===== config.mk =====
export PLATFORM = sky130hd
export DESIGN_NAME = servo_command_line_parser_core
export DESIGN_NICKNAME = d
export VERILOG_FILES = /design/src/rtl/core/scl_pkg.sv /design/src/rtl/core/servo_command_line_parser_core.sv
export SDC_FILE = /design/constraint.sdc
export NUM_CORES = 1
export LEC_CHECK = 0
export BUFFER_PORTS_ARGS = -buffer_cell sky130_fd_sc_hd__buf_2
export CAP_MARGIN = 20
export CORE_MARGIN = 3
export CORE_UTILIZATION = 49
export DETAILED_ROUTE_END_ITERATION = 10
export PLACE_DENSITY = 0.8
export SYNTH_ARGS = -nofsm -noshare
export SYNTH_HDL_FRONTEND = slang
export SYNTH_SLANG_ARGS = --single-unit

===== constraint.sdc =====
create_clock -name clk -period 2.7 [get_ports clk]
set_input_delay 0.405 -clock clk [delete_from_list [all_inputs] [get_ports clk]]
set_output_delay 0.405 -clock clk [all_outputs]
set_load 0.01 [all_outputs]

===== src/rtl/core/scl_pkg.sv =====
// Shared constants and types for the servo command line parser.
package scl_pkg;

  // Servo channels accepted in the header, and the angle clamp.
  localparam int unsigned SERVO_COUNT = 3;
  localparam logic [7:0]  ANGLE_MAX   = 8'd180;

  // Character codes.
  localparam logic [7:0] CH_NUL   = 8'h00;
  localparam logic [7:0] CH_TAB   = 8'h09;
  localparam logic [7:0] CH_LF    = 8'h0A;
  localparam logic [7:0] CH_VT    = 8'h0B;
  localparam logic [7:0] CH_FF    = 8'h0C;
  localparam logic [7:0] CH_CR    = 8'h0D;
  localparam logic [7:0] CH_SPACE = 8'h20;
  localparam logic [7:0] CH_PLUS  = 8'h2B;
  localparam logic [7:0] CH_MINUS = 8'h2D;
  localparam logic [7:0] CH_ZERO  = 8'h30;
  localparam logic [7:0] CH_ONE   = 8'h31;
  localparam logic [7:0] CH_NINE  = 8'h39;
  localparam logic [7:0] CH_COLON = 8'h3A;
  localparam logic [7:0] CH_S     = 8'h53;

  // Highest servo digit character allowed in the header.
  localparam logic [7:0] CH_SERVO_HI = 8'(32'(CH_ZERO) + SERVO_COUNT);

  // Number reader phase.
  typedef enum logic [1:0] {
    PH_SPACE  = 2'd0,
    PH_SIGNED = 2'd1,
    PH_DIGITS = 2'd2,
    PH_DONE   = 2'd3
  } phase_t;

endpackage


===== src/rtl/core/servo_command_line_parser_core.sv =====
// Servo command line parser: byte stream in, servo number and angle out.
//
//   channel   dir  handshake               payload
//   in_       in   in_tvalid / in_tready   in_tdata[7:0]  rx_byte
//   out_      out  out_tvalid / out_tready out_tdata[1:0] servo_number, [9:2] angle_value
//
// One byte is taken per cycle while in_tready is high; all line state updates in that cycle.
// A line terminator's result is registered into the head word, or into the skid word when the head is held.
// Results queue in a two-word output buffer; in_tready drops only while both
// words are held, so a single stalled result does not stop the input.
// rst_n is synchronous and active low; it clears the line state and the buffer.
module servo_command_line_parser_core #(
  parameter int unsigned BUFFER_SIZE = 32
) (
  input  logic        clk,
  input  logic        rst_n,
  input  logic        in_tvalid,
  output logic        in_tready,
  input  logic [7:0]  in_tdata,   // [7:0] rx_byte
  output logic        out_tvalid,
  input  logic        out_tready,
  output logic [15:0] out_tdata   // [1:0] servo_number, [9:2] angle_value, [15:10] zero
);

  localparam int unsigned CNT_W = $clog2(BUFFER_SIZE);
  localparam logic [CNT_W-1:0] CNT_LIMIT = CNT_W'(BUFFER_SIZE - 1);

  // Line state.
  logic [CNT_W-1:0]     line_count_r, line_count_nxt;
  logic                 header_ok_r, header_ok_nxt;
  logic [1:0]           servo_digit_r, servo_digit_nxt;
  scl_pkg::phase_t      phase_r, phase_nxt;
  logic                 is_negative_r, is_negative_nxt;
  logic [7:0]           digit_value_r, digit_value_nxt;
  logic                 string_ended_r, string_ended_nxt;

  // Output buffer: head word on the port and one skid word behind it.
  logic                 out_valid_r;
  logic [1:0]           out_servo_r;
  logic [7:0]           out_angle_r;
  logic                 skid_valid_r;
  logic [1:0]           skid_servo_r;
  logic [7:0]           skid_angle_r;

  logic                 accept;
  logic                 pop;
  logic                 push;
  logic [7:0]           c;
  logic                 is_term;
  logic                 is_digit;
  logic                 is_blank;
  logic [11:0]          acc;
  logic [7:0]           digit_sat;
  logic [7:0]           res_angle;

  assign in_tready = !skid_valid_r;
  assign accept    = in_tvalid && in_tready;
  assign pop       = out_valid_r && out_tready;
  assign c         = in_tdata;

  assign is_term  = (c == scl_pkg::CH_LF) || (c == scl_pkg::CH_CR);
  assign is_digit = (c >= scl_pkg::CH_ZERO) && (c <= scl_pkg::CH_NINE);
  assign is_blank = (c == scl_pkg::CH_SPACE) || (c == scl_pkg::CH_TAB) ||
                    (c == scl_pkg::CH_VT) || (c == scl_pkg::CH_FF);

  // Saturating decimal accumulate.
  assign acc       = 12'(digit_value_r) * 12'd10 + 12'(c[3:0]);
  assign digit_sat = (acc > 12'(scl_pkg::ANGLE_MAX)) ? scl_pkg::ANGLE_MAX : acc[7:0];

  assign res_angle = is_negative_r ? 8'd0 : digit_value_r;
  assign push      = accept && is_term && (line_count_r != '0) && header_ok_r &&
                     (line_count_r >= CNT_W'(3));

  always_comb begin
    line_count_nxt   = line_count_r;
    header_ok_nxt    = header_ok_r;
    servo_digit_nxt  = servo_digit_r;
    phase_nxt        = phase_r;
    is_negative_nxt  = is_negative_r;
    digit_value_nxt  = digit_value_r;
    string_ended_nxt = string_ended_r;

    if (accept) begin
      if (is_term || (line_count_r >= CNT_LIMIT)) begin
        // End of line or overflow: start a fresh line.
        if (!is_term || (line_count_r != '0)) begin
          line_count_nxt   = '0;
          header_ok_nxt    = 1'b1;
          servo_digit_nxt  = 2'd0;
          phase_nxt        = scl_pkg::PH_SPACE;
          is_negative_nxt  = 1'b0;
          digit_value_nxt  = 8'd0;
          string_ended_nxt = 1'b0;
        end
      end else begin
        line_count_nxt = line_count_r + CNT_W'(1);
        if (c == scl_pkg::CH_NUL) begin
          string_ended_nxt = 1'b1;
        end
        if (line_count_r == CNT_W'(0)) begin
          if (c != scl_pkg::CH_S) begin
            header_ok_nxt = 1'b0;
          end
        end else if (line_count_r == CNT_W'(1)) begin
          if ((c < scl_pkg::CH_ONE) || (c > scl_pkg::CH_SERVO_HI)) begin
            header_ok_nxt = 1'b0;
          end else begin
            servo_digit_nxt = c[1:0];
          end
        end else if (line_count_r == CNT_W'(2)) begin
          if (c != scl_pkg::CH_COLON) begin
            header_ok_nxt = 1'b0;
          end
        end else if (!string_ended_r) begin
          unique case (phase_r)
            scl_pkg::PH_SPACE: begin
              if (!is_blank) begin
                if (c == scl_pkg::CH_PLUS) begin
                  phase_nxt = scl_pkg::PH_SIGNED;
                end else if (c == scl_pkg::CH_MINUS) begin
                  is_negative_nxt = 1'b1;
                  phase_nxt       = scl_pkg::PH_SIGNED;
                end else if (is_digit) begin
                  digit_value_nxt = digit_sat;
                  phase_nxt       = scl_pkg::PH_DIGITS;
                end else begin
                  phase_nxt = scl_pkg::PH_DONE;
                end
              end
            end
            scl_pkg::PH_SIGNED, scl_pkg::PH_DIGITS: begin
              if (is_digit) begin
                digit_value_nxt = digit_sat;
                phase_nxt       = scl_pkg::PH_DIGITS;
              end else begin
                phase_nxt = scl_pkg::PH_DONE;
              end
            end
            default: begin
              phase_nxt = phase_r;
            end
          endcase
        end
      end
    end
  end

  always_ff @(posedge clk) begin
    if (!rst_n) begin
      line_count_r   <= '0;
      header_ok_r    <= 1'b1;
      servo_digit_r  <= 2'd0;
      phase_r        <= scl_pkg::PH_SPACE;
      is_negative_r  <= 1'b0;
      digit_value_r  <= 8'd0;
      string_ended_r <= 1'b0;
    end else begin
      line_count_r   <= line_count_nxt;
      header_ok_r    <= header_ok_nxt;
      servo_digit_r  <= servo_digit_nxt;
      phase_r        <= phase_nxt;
      is_negative_r  <= is_negative_nxt;
      digit_value_r  <= digit_value_nxt;
      string_ended_r <= string_ended_nxt;
    end
  end

  // Output buffer control; push never coincides with a held skid word.
  always_ff @(posedge clk) begin
    if (!rst_n) begin
      out_valid_r  <= 1'b0;
      skid_valid_r <= 1'b0;
    end else if (pop) begin
      if (skid_valid_r) begin
        out_valid_r  <= 1'b1;
        skid_valid_r <= 1'b0;
      end else begin
        out_valid_r <= push;
      end
    end else if (push) begin
      if (out_valid_r) begin
        skid_valid_r <= 1'b1;
      end else begin
        out_valid_r <= 1'b1;
      end
    end
  end

  always_ff @(posedge clk) begin
    if (pop) begin
      if (skid_valid_r) begin
        out_servo_r <= skid_servo_r;
        out_angle_r <= skid_angle_r;
      end else if (push) begin
        out_servo_r <= servo_digit_r;
        out_angle_r <= res_angle;
      end
    end else if (push) begin
      if (out_valid_r) begin
        skid_servo_r <= servo_digit_r;
        skid_angle_r <= res_angle;
      end else begin
        out_servo_r <= servo_digit_r;
        out_angle_r <= res_angle;
      end
    end
  end

  assign out_tvalid = out_valid_r;
  assign out_tdata  = {6'd0, out_angle_r, out_servo_r};

endmodule


Yosys cells after proc, flatten, opt, wreduce, memory -nomap -nowiden
Cells that the tools add are included.
- flip-flop bits (word level): 42
- input port bits: 12
- output and inout bits: 18
- word-level logic and storage cells: 157
- add/sub/neg operators: 2
- $mul: 1
- $lt $le $gt $ge: 7
- equal/unequal tests: 28
- muxes and demuxes: 63
- bitwise operators: 2
- reduce and logical (&&, ||, !) cells: 41
- operators with widths (cell ; number):
    $mux W8 ; 17
    $eq A8 B4 Y1 const B ; 5
    $mux W2 ; 18
    $eq A8 B6 Y1 const B ; 3
    $mux W1 ; 24
    $reduce_and A10 Y1 ; 2
    $pmux W8 S2 ; 1
    $add A12 B4 Y12 ; 1
    $gt A12 B8 Y1 const B ; 1
    $reduce_bool A2 Y1 ; 6
    $mul A8 B3 Y11 const B ; 1
    $mux W5 ; 2
    $ne A2 B2 Y1 const B ; 5
    $ne A3 B3 Y1 const B ; 3
    $reduce_and A3 Y1 ; 3
    $ge A8 B6 Y1 const B ; 1
    $gt A8 B6 Y1 const B ; 1
    $le A8 B6 Y1 const B ; 1
    $logic_not A8 Y1 ; 1
    $lt A8 B6 Y1 const B ; 1
    $ne A2 B1 Y1 const B ; 4
    $ne A8 B6 Y1 const B ; 1
    $ne A8 B7 Y1 const B ; 1
    $reduce_and A8 Y1 ; 1
    other kinds (23) ; 40

Logic depth before layout (Yosys ltp)
Gate-level depths: netlist of the first run.
- depth after elaboration: 14
- depth in mapped cells: 11

Least setup slack after synthesis of the first run
OpenSTA, ideal clock, no wires.
- kind: register to register
- start: register digit_value_r[1]
- end: register digit_value_r[0]
- setup time: 0.117 ns
- arrival: 2.406 ns
- slack: 0.176 ns
- cell stages (with the launch flop): 11
- buffers on the path: 0
- period minus slack after synthesis: 2.524 ns
- cell sequence: dfxtp_1 ha_1 ha_1 inv_1 fa_1 nand2b_1 nor3_1 a21o_1 a21oi_2 and3_4 a32o_2
- longest elaborated chain between the ends: 14
- RTL lines (what ; line ; RTL):
    start: declaration ; servo_command_line_parser_core.sv:34 ; logic [7:0] digit_value_r, digit_value_nxt;
    start signal: assignment ; servo_command_line_parser_core.sv:163 ; digit_value_r <= digit_value_nxt;
    $mul A8 B3 Y11 * ; servo_command_line_parser_core.sv:67 ; assign acc = 12'(digit_value_r) * 12'd10 + 12'(c[3:0]);
    $add A12 B4 Y12 * ; servo_command_line_parser_core.sv:67 ;
    $gt A12 B8 Y1 * ; servo_command_line_parser_core.sv:68 ; assign digit_sat = (acc > 12'(scl_pkg::ANGLE_MAX)) ? scl_pkg::ANGLE_MAX : acc[7:0];
    $mux W8 * ; servo_command_line_parser_core.sv:68 ;
    $mux W8 * ; servo_command_line_parser_core.sv:123, servo_command_line_parser_core.sv:132 ;
    $mux W8 ; servo_command_line_parser_core.sv:120 ; end else if (c == scl_pkg::CH_MINUS) begin
    $mux W8 ; servo_command_line_parser_core.sv:118 ; if (c == scl_pkg::CH_PLUS) begin
    $mux W8 ; servo_command_line_parser_core.sv:117 ; if (!is_blank) begin
    $pmux W8 S2 * ; servo_command_line_parser_core.sv:115 ; unique case (phase_r)
    $mux W8 * ; servo_command_line_parser_core.sv:114 ; end else if (!string_ended_r) begin
    $mux W8 * ; servo_command_line_parser_core.sv:110 ; end else if (line_count_r == CNT_W'(2)) begin
    $mux W8 * ; servo_command_line_parser_core.sv:104 ; end else if (line_count_r == CNT_W'(1)) begin
    $mux W8 * ; servo_command_line_parser_core.sv:100 ; if (line_count_r == CNT_W'(0)) begin
    $mux W8 * ; servo_command_line_parser_core.sv:84 ; if (is_term || (line_count_r >= CNT_LIMIT)) begin
Mark *: on every way between the ends. The rest lies on a longest branch, timed or not. The select of a mux whose other input is x is not followed.
A chain may end at the register's enable or synchronous reset.

Final worst setup path of the first run
- start: register digit_value_r[3]
- end: register digit_value_r[0]
The elaborated chain is that of the path after synthesis.

==> results.py, run 1 <==
metrics = {
    "floorplan": {
        "initial_utilization": 0.523,
        "dieArea_mm2": 0.00656,
        "io_pins": 30,
        "rows": 26,
        "fp.dieH_um": 81.0,
        "die_w_um": 81.0,
        "core_mm2": 0.00527,
    },
    "route": {
        "wl_mm": 5.09,
        "wl_per_cell_um": 13.7,
        "wl_met3_um": 203,
        "dr_wl_met2_mm": 2.35,
        "vias": 2046,
        "via_per_inst": 5.51,
        "firstDrtPassIters": 4,
        "drt-initial-drc-count": 107,
        "drcViolationCount": 0,
        "highest_layer": "met4",
        "postRouteAntennaNets": 0,
        "wl_met1_mm": 2.42,
    },
    "cells_and_area": {
        "diodes": 0,
        "final_nets": 335,
        "area_growth_syn_to_layout_pct": 10.7,
        "drive_gt1_frac": 0.243,
        "layout_common_cells": "23 x buf_2, 21 x ha_1, 21 x dfxtp_1",
        "final_common_cell": "buf_2",
        "fill_cells": 438,
        "final_area_mm2": 0.00305,
    },
    "synthesis": {
        "ys_seq_area_frac": 0.378,
        "synthCells": 270,
        "async_flop_share": 0,
        "synth_area_per_cell_um2": 10.2,
        "ys_seq_elements": 42,
        "synth.yosys.warnings": 0,
        "yosysUniqueCellTypes": 65,
        "syn-cell-area_mm2": 0.00275,
        "ys.flop_type": "dfxtp_1",
        "synth_edf_count": 20,
    },
    "setup_path": {
        "crit_arrival_ns": 2.80,
        "critPathMaxStageDelay_ns": 0.38,
        "path_cells": "ha_1 -> ha_1 -> inv_1 -> fa_2 -> nand2b_1 -> a21oi_1 -> xor2_1 -> nand4_1 -> a21oi_2 -> and3_4 -> a32o_2",
        "worst_path_max_delay_cell": "fa_2",
        "endpoint_kind": "flop",
        "criticalPathCategory": "flop to flop",
        "crit_path_frequent_cell": "ha_1",
        "r2r-end": "digit_value_r[0]",
        "regToRegStartpoint": "digit_value_r[3]",
        "r2r_cells": 11,
        "required_ns": 2.94,
        "rrSetupSlack_ns": 0.14,
        "setup.worst_path.start_class": "flop",
        "cp_max_fo": 6,
    },
    "cts": {
        "ctsHtreeMaxLevel": 2,
        "cts_tree": "built",
        "cts-root-buf": "clkbuf_8",
        "clockBufferDepth": 2,
        "clock_latency_ns": 0.30,
        "numCtsBuffers": 5,
        "cts_sinks": 42,
        "clk_pin_slew_worst_paths_ns": 0.08,
    },
    "timing": {
        "timing.hold.ws_ns": 0.400,
        "tns_ns": 0,
        "fmax_mhz": 391,
        "slew_viol_final": 0,
        "setup_viol": 0,
        "setup_slack_ns": 0.142,
        "finalHoldViolCount": 0,
        "min_period_ns": 2.56,
        "clock-skew-final_ns": 0.00765,
        "min_period_over_period": 0.947,
    },
    "placed_design": {
        "post-dp-hpwl_mm": 3.90,
        "pre_cts_slack_ns": 0.0792,
        "dpl_cell_area_mm2": 0.00293,
        "portBuffers": 23,
        "gp_congestion": 0.864,
    },
    "worst_hold_path": {
        "worstHoldPathCells": 4,
        "hold_start": "out_tready",
        "hold_path_end": "skid_valid_r",
        "hold_class": "primary input to flop",
    },
    "grt": {
        "globalRouteTotalUtil": 0.174,
        "antenna_found_initial": 0,
        "grt_overflow": 0,
        "grt_max_degree": 16,
        "grt_pass1_vias": 1948,
        "grt_first_pass_wirelength_mm": 8.90,
    },
    "pwr": {
        "p_leak_nw": 1.27,
        "vdd_drop_max_v": 0.000193,
        "p_per_area_mw_per_mm2": 394,
    },
    "outcome": {
        "status": "finished, final reports clean",
    },
    "run": {
        "cap_violations": 0,
    },
}
-- state kept, by name (all words and copies together), names as in the netlist --
signal and count:
skid_angle_r 8, header_ok_r 1, out_servo_r 2, is_negative_r 1
string_ended_r 1, skid_servo_r 2, digit_value_r 8, out_tvalid 1
out_angle_r 8, line_count_r 5, servo_digit_r 2, skid_valid_r 1
phase_r 2
-- routing by layer --
layer / GRT usage / up-vias
met3: 0.0333 / 8
met1: 0.234 / 944
met5: 0 / -
met4: 0.0726 / 0
met2: 0.275 / 44
li1: - / 1050
-- synthesized netlist by cell type, drive strengths merged, types with 3 or more instances --
cell	instances	area [um^2]
dfxtp	22	440
ha	21	263
edfxtp	20	601
nor2	18	70.1
nor2b	16	108
a21oi	15	78.8
inv	13	48.8
nand2	13	48.8
o21ai	13	68.8
mux2	11	124
nor3	11	70.1
buf	10	77.6
nand4	10	77.6
a21boi	6	52.5
nand2b	6	37.5
xor2	6	60.1
nand3	5	25.0
a21o	4	30.0
a22oi	4	30.0
and2	4	25.0
xnor2	4	35.0
a31oi	3	40.0
a32o	3	32.5
and3	3	23.8
-- logic make-up (layout without fill, tap and decap cells) --
| logic type | after synthesis | in the layout | share of synthesized area |
|---|---|---|---|
| simple gates | 97 | 97 | 0.210 |
| compound gates | 61 | 61 | 0.170 |
| flops | 42 | 42 | 0.378 |
| buf+inv | 24 | 50 | 0.0472 |
| fa+ha+maj | 23 | 23 | 0.110 |
| mux | 12 | 12 | 0.0486 |
| xor+xnor | 10 | 10 | 0.0345 |
| other cells | 1 | 6 | 0.00136 |
-- per-stage QoR --
step / util / total power [mW] / std cells
global route: 0.578 / 1.26 / 371
global placement: 0.556 / 0.801 / 362
detailed placement: 0.556 / 0.804 / 362
finish: 0.578 / 1.20 / 371
CTS: 0.574 / 1.21 / 370
floorplan: - / 0.780 / 275
-- timing repair --
item,in CTS,in global routing
gates resized for setup,0,4
hold buffers,0,0
setup endpoints to repair,0,7
buffers inserted,0,1
-- critical path: cells and delay by family (launching register included) --
kind / cells / cell delay, ns
buf+inv: 1 / 0.06
xor+xnor: 1 / 0.21
flops: 1 / 0.34
compound gates: 3 / 0.52
simple gates: 3 / 0.54
fa+ha+maj: 3 / 0.82
-- cell type report --
cell class | instances | area, um^2 | area share
multi-input cells | 209 | 1620 | 0.530
flip-flops and latches | 42 | 1040 | 0.342
repair buffers | 29 | 160 | 0.0525
well taps | 70 | 87.6 | 0.0287
clock buffers | 5 | 68.8 | 0.0226
inverters | 13 | 48.8 | 0.0160
clock inverters | 3 | 23.8 | 0.00780
-- how the worst max path moves through the flow --
| stage | slack [ns] | start | end | cells past startpoint |
|---|---|---|---|---|
| CTS | 0.05 | digit_value_r[3] | digit_value_r[0] | 10 |
| finish | 0.14 | digit_value_r[3] | digit_value_r[0] | 11 |
| global placement | 0.14 | digit_value_r[3] | digit_value_r[1] | 10 |
| global route | -0.01 | digit_value_r[3] | digit_value_r[0] | 11 |
| floorplan | 0.18 | digit_value_r[1] | digit_value_r[0] | 10 |
| detailed placement | 0.08 | digit_value_r[3] | digit_value_r[1] | 10 |
-- power breakdown --
part           leakage (nW)  switching (mW)  total (mW)  internal [mW]
logic                 0.873          0.0711       0.117         0.0460
clock network        0.0408           0.225       0.409          0.185
registers             0.354         0.00697       0.674          0.667
Note: power is estimated with default switching activity, not from simulation.
==> inputs of run 2 (changes only) <==
--- a/config.mk
+++ b/config.mk
@@ -9,8 +9,10 @@
 export CAP_MARGIN = 20
 export CORE_MARGIN = 3
 export CORE_UTILIZATION = 49
+export CTS_CLUSTER_SIZE = 30
 export DETAILED_ROUTE_END_ITERATION = 10
 export PLACE_DENSITY = 0.8
+export SETUP_SLACK_MARGIN = 0.2
 export SYNTH_ARGS = -nofsm -noshare
 export SYNTH_HDL_FRONTEND = slang
 export SYNTH_SLANG_ARGS = --single-unit
==> run 2 against run 1 <==
  * Worst setup slack improved by 0.050 ns
  * Die area did not move
  * Register-to-register slack improved by 0.05 ns
  * Sequential share of layout area fell by 1.0 points
  * First-iteration DRC count rose by 39%
  * Global-route usage fell by 0.13 points
  * Final area rose by 4.1%
  * Fmax rose by 2.0%
  * Via count rose by 3.3%
  * Critical path type unchanged
  * Power fell by 1.8%
==> results.py, run 2 (synthesis gave the netlist of run 1 again) <==
metrics = {
    "timing": {
        "setup_viol": 0,
        "slew_headroom": 0.661,
        "tightestPinTransition_ns": 0.509,
        "slew_viol_final": 0,
        "min_period_over_period": 0.929,
        "setup_slack_ns": 0.192,
        "clock-skew-final_ns": 0.00738,
        "finalHoldViolCount": 0,
        "rsz0062_at_grt": "yes",
        "fmax_mhz": 399,
        "tns_ns": 0,
        "min_period_ns": 2.51,
    },
    "setup_path": {
        "cp_top_family": "adder cells",
        "path_buf_inv": 1,
        "path_cells": "ha_4 -> ha_4 -> inv_2 -> fa_2 -> nand2b_4 -> a21oi_4 -> xor2_2 -> nand4_1 -> a21oi_2 -> and3_4 -> a32o_2",
        "cp_max_fo": 6,
        "required_ns": 2.93,
        "endpoint_kind": "flop",
        "crit_arrival_ns": 2.74,
        "criticalPathCategory": "flop to flop",
        "setup.worst_path.start_class": "flop",
        "crit_path_frequent_cell": "ha_4",
        "worst_path_max_delay_cell": "fa_2",
        "critPathMaxStageDelay_ns": 0.39,
    },
    "grt": {
        "grt_pass1_vias": 2007,
        "grt_overflow": 0,
        "antenna_found_initial": 0,
        "grt_first_pass_wirelength_mm": 8.99,
        "globalRouteTotalUtil": 0.173,
        "grt_max_degree": 15,
    },
    "placed_design": {
        "post-dp-hpwl_mm": 3.98,
        "gp_congestion": 0.845,
        "place_inst": 362,
        "portBuffers": 23,
        "dpl_cell_area_mm2": 0.00294,
        "pre_cts_slack_ns": 0.0977,
    },
    "route": {
        "firstDrtPassIters": 5,
        "vias": 2114,
        "via_per_inst": 5.65,
        "postRouteAntennaNets": 0,
        "wl_per_cell_um": 14.7,
        "wl_mm": 5.49,
        "drcViolationCount": 0,
        "drt-initial-drc-count": 149,
    },
    "cts": {
        "clock_latency_ns": 0.29,
        "cts_tree": "built",
        "clockBufferDepth": 2,
        "ctsHtreeMaxLevel": 2,
        "cts_sinks": 42,
        "cts-root-buf": "clkbuf_8",
        "cts_hold_buf": 0,
        "clk_pin_slew_worst_paths_ns": 0.08,
        "numCtsBuffers": 5,
    },
    "cells_and_area": {
        "fin_util": 0.602,
        "final_common_cell": "buf_2",
        "layout_common_cells": "23 x buf_2, 20 x edfxtp_1, 17 x nor2_1",
        "drive_gt1_frac": 0.306,
        "diodes": 0,
        "top_regs": "digit_value_r (8), out_angle_r (8), skid_angle_r (8)",
        "final_nets": 338,
        "final_area_mm2": 0.00317,
        "layoutNonFillerInstCount": 374,
        "area_growth_syn_to_layout_pct": 15.3,
    },
    "floorplan": {
        "dieArea_mm2": 0.00656,
        "io_pins": 30,
        "fp.dieH_um": 81.0,
        "initial_utilization": 0.523,
        "rows": 26,
        "die_w_um": 81.0,
        "core_mm2": 0.00527,
    },
    "worst_hold_path": {
        "hold_class": "primary input to flop",
    },
    "pwr": {
        "p_per_area_mw_per_mm2": 371,
        "vdd_drop_max_v": 0.000222,
        "p_leak_nw": 1.30,
    },
    "run": {
        "cap_violations": 0,
    },
    "outcome": {
        "status": "finished, final reports clean",
    },
}
## run 2: cell types whose count changed in the layout (fill, tap and decap cells not counted), sizes merged
cell and change:
inv -1, clkinvlp -1, clkinv +2, buf +3
## run 2: power by group
| part | internal, mW | switching (mW) |
|---|---|---|
| Clock | 0.177 | 0.212 |
| Combinational | 0.0464 | 0.0717 |
| Sequential | 0.665 | 0.00685 |
| Total | 0.888 | 0.291 |
## run 2: worst paths after layout
check	cells past startpoint	startpoint	slack (ns)	endpoint
min reg2reg	1	header_ok_r	0.46	header_ok_r
max reg2reg	11	digit_value_r[3]	0.19	digit_value_r[0]
min	4	out_tready	0.42	skid_valid_r
max	11	digit_value_r[3]	0.19	digit_value_r[0]
## run 2: worst register-to-register path, stage by stage, from the launching register on
cell and delay [ns]:
dfxtp_4 0.37, ha_4 0.27, ha_4 0.12, inv_2 0.04, fa_2 0.39, nand2b_4 0.17
a21oi_4 0.17, xor2_2 0.19, nand4_1 0.16, a21oi_2 0.18, and3_4 0.24, a32o_2 0.17
## run 2: per-stage QoR
step	power [mW]	hold slack (ns)
after detailed placement	0.803	0.447
after CTS	1.19	0.411
final	1.18	0.420
after global routing	1.23	0.447
after global placement	0.799	0.438
after floorplan	0.780	0.425
## run 2: area by class of cell
class / instances / area (um^2)
multi-input cells: 209 / 1720
repair buffers: 32 / 183
well taps: 70 / 87.6
clock inverters: 3 / 16.3
fillers: 438 / 2100
clock buffers: 5 / 68.8
flip-flops and latches: 42 / 1050
inverters: 13 / 48.8
## run 2: timing repair
action,in CTS,in global routing
resized for setup,4,24
hold endpoints to repair,0,0
endpoints found under the setup margin,6,10
pin swaps,2,10
setup buffers,1,3
## run 2: routing by layer
metal,share of wire,GRT usage,vias up
met2,0.49,0.287,54
met4,0.010,0.0693,0
met1,0.46,0.225,1002
li1,-,-,1052
met5,0,0,-
met3,0.038,0.0277,6
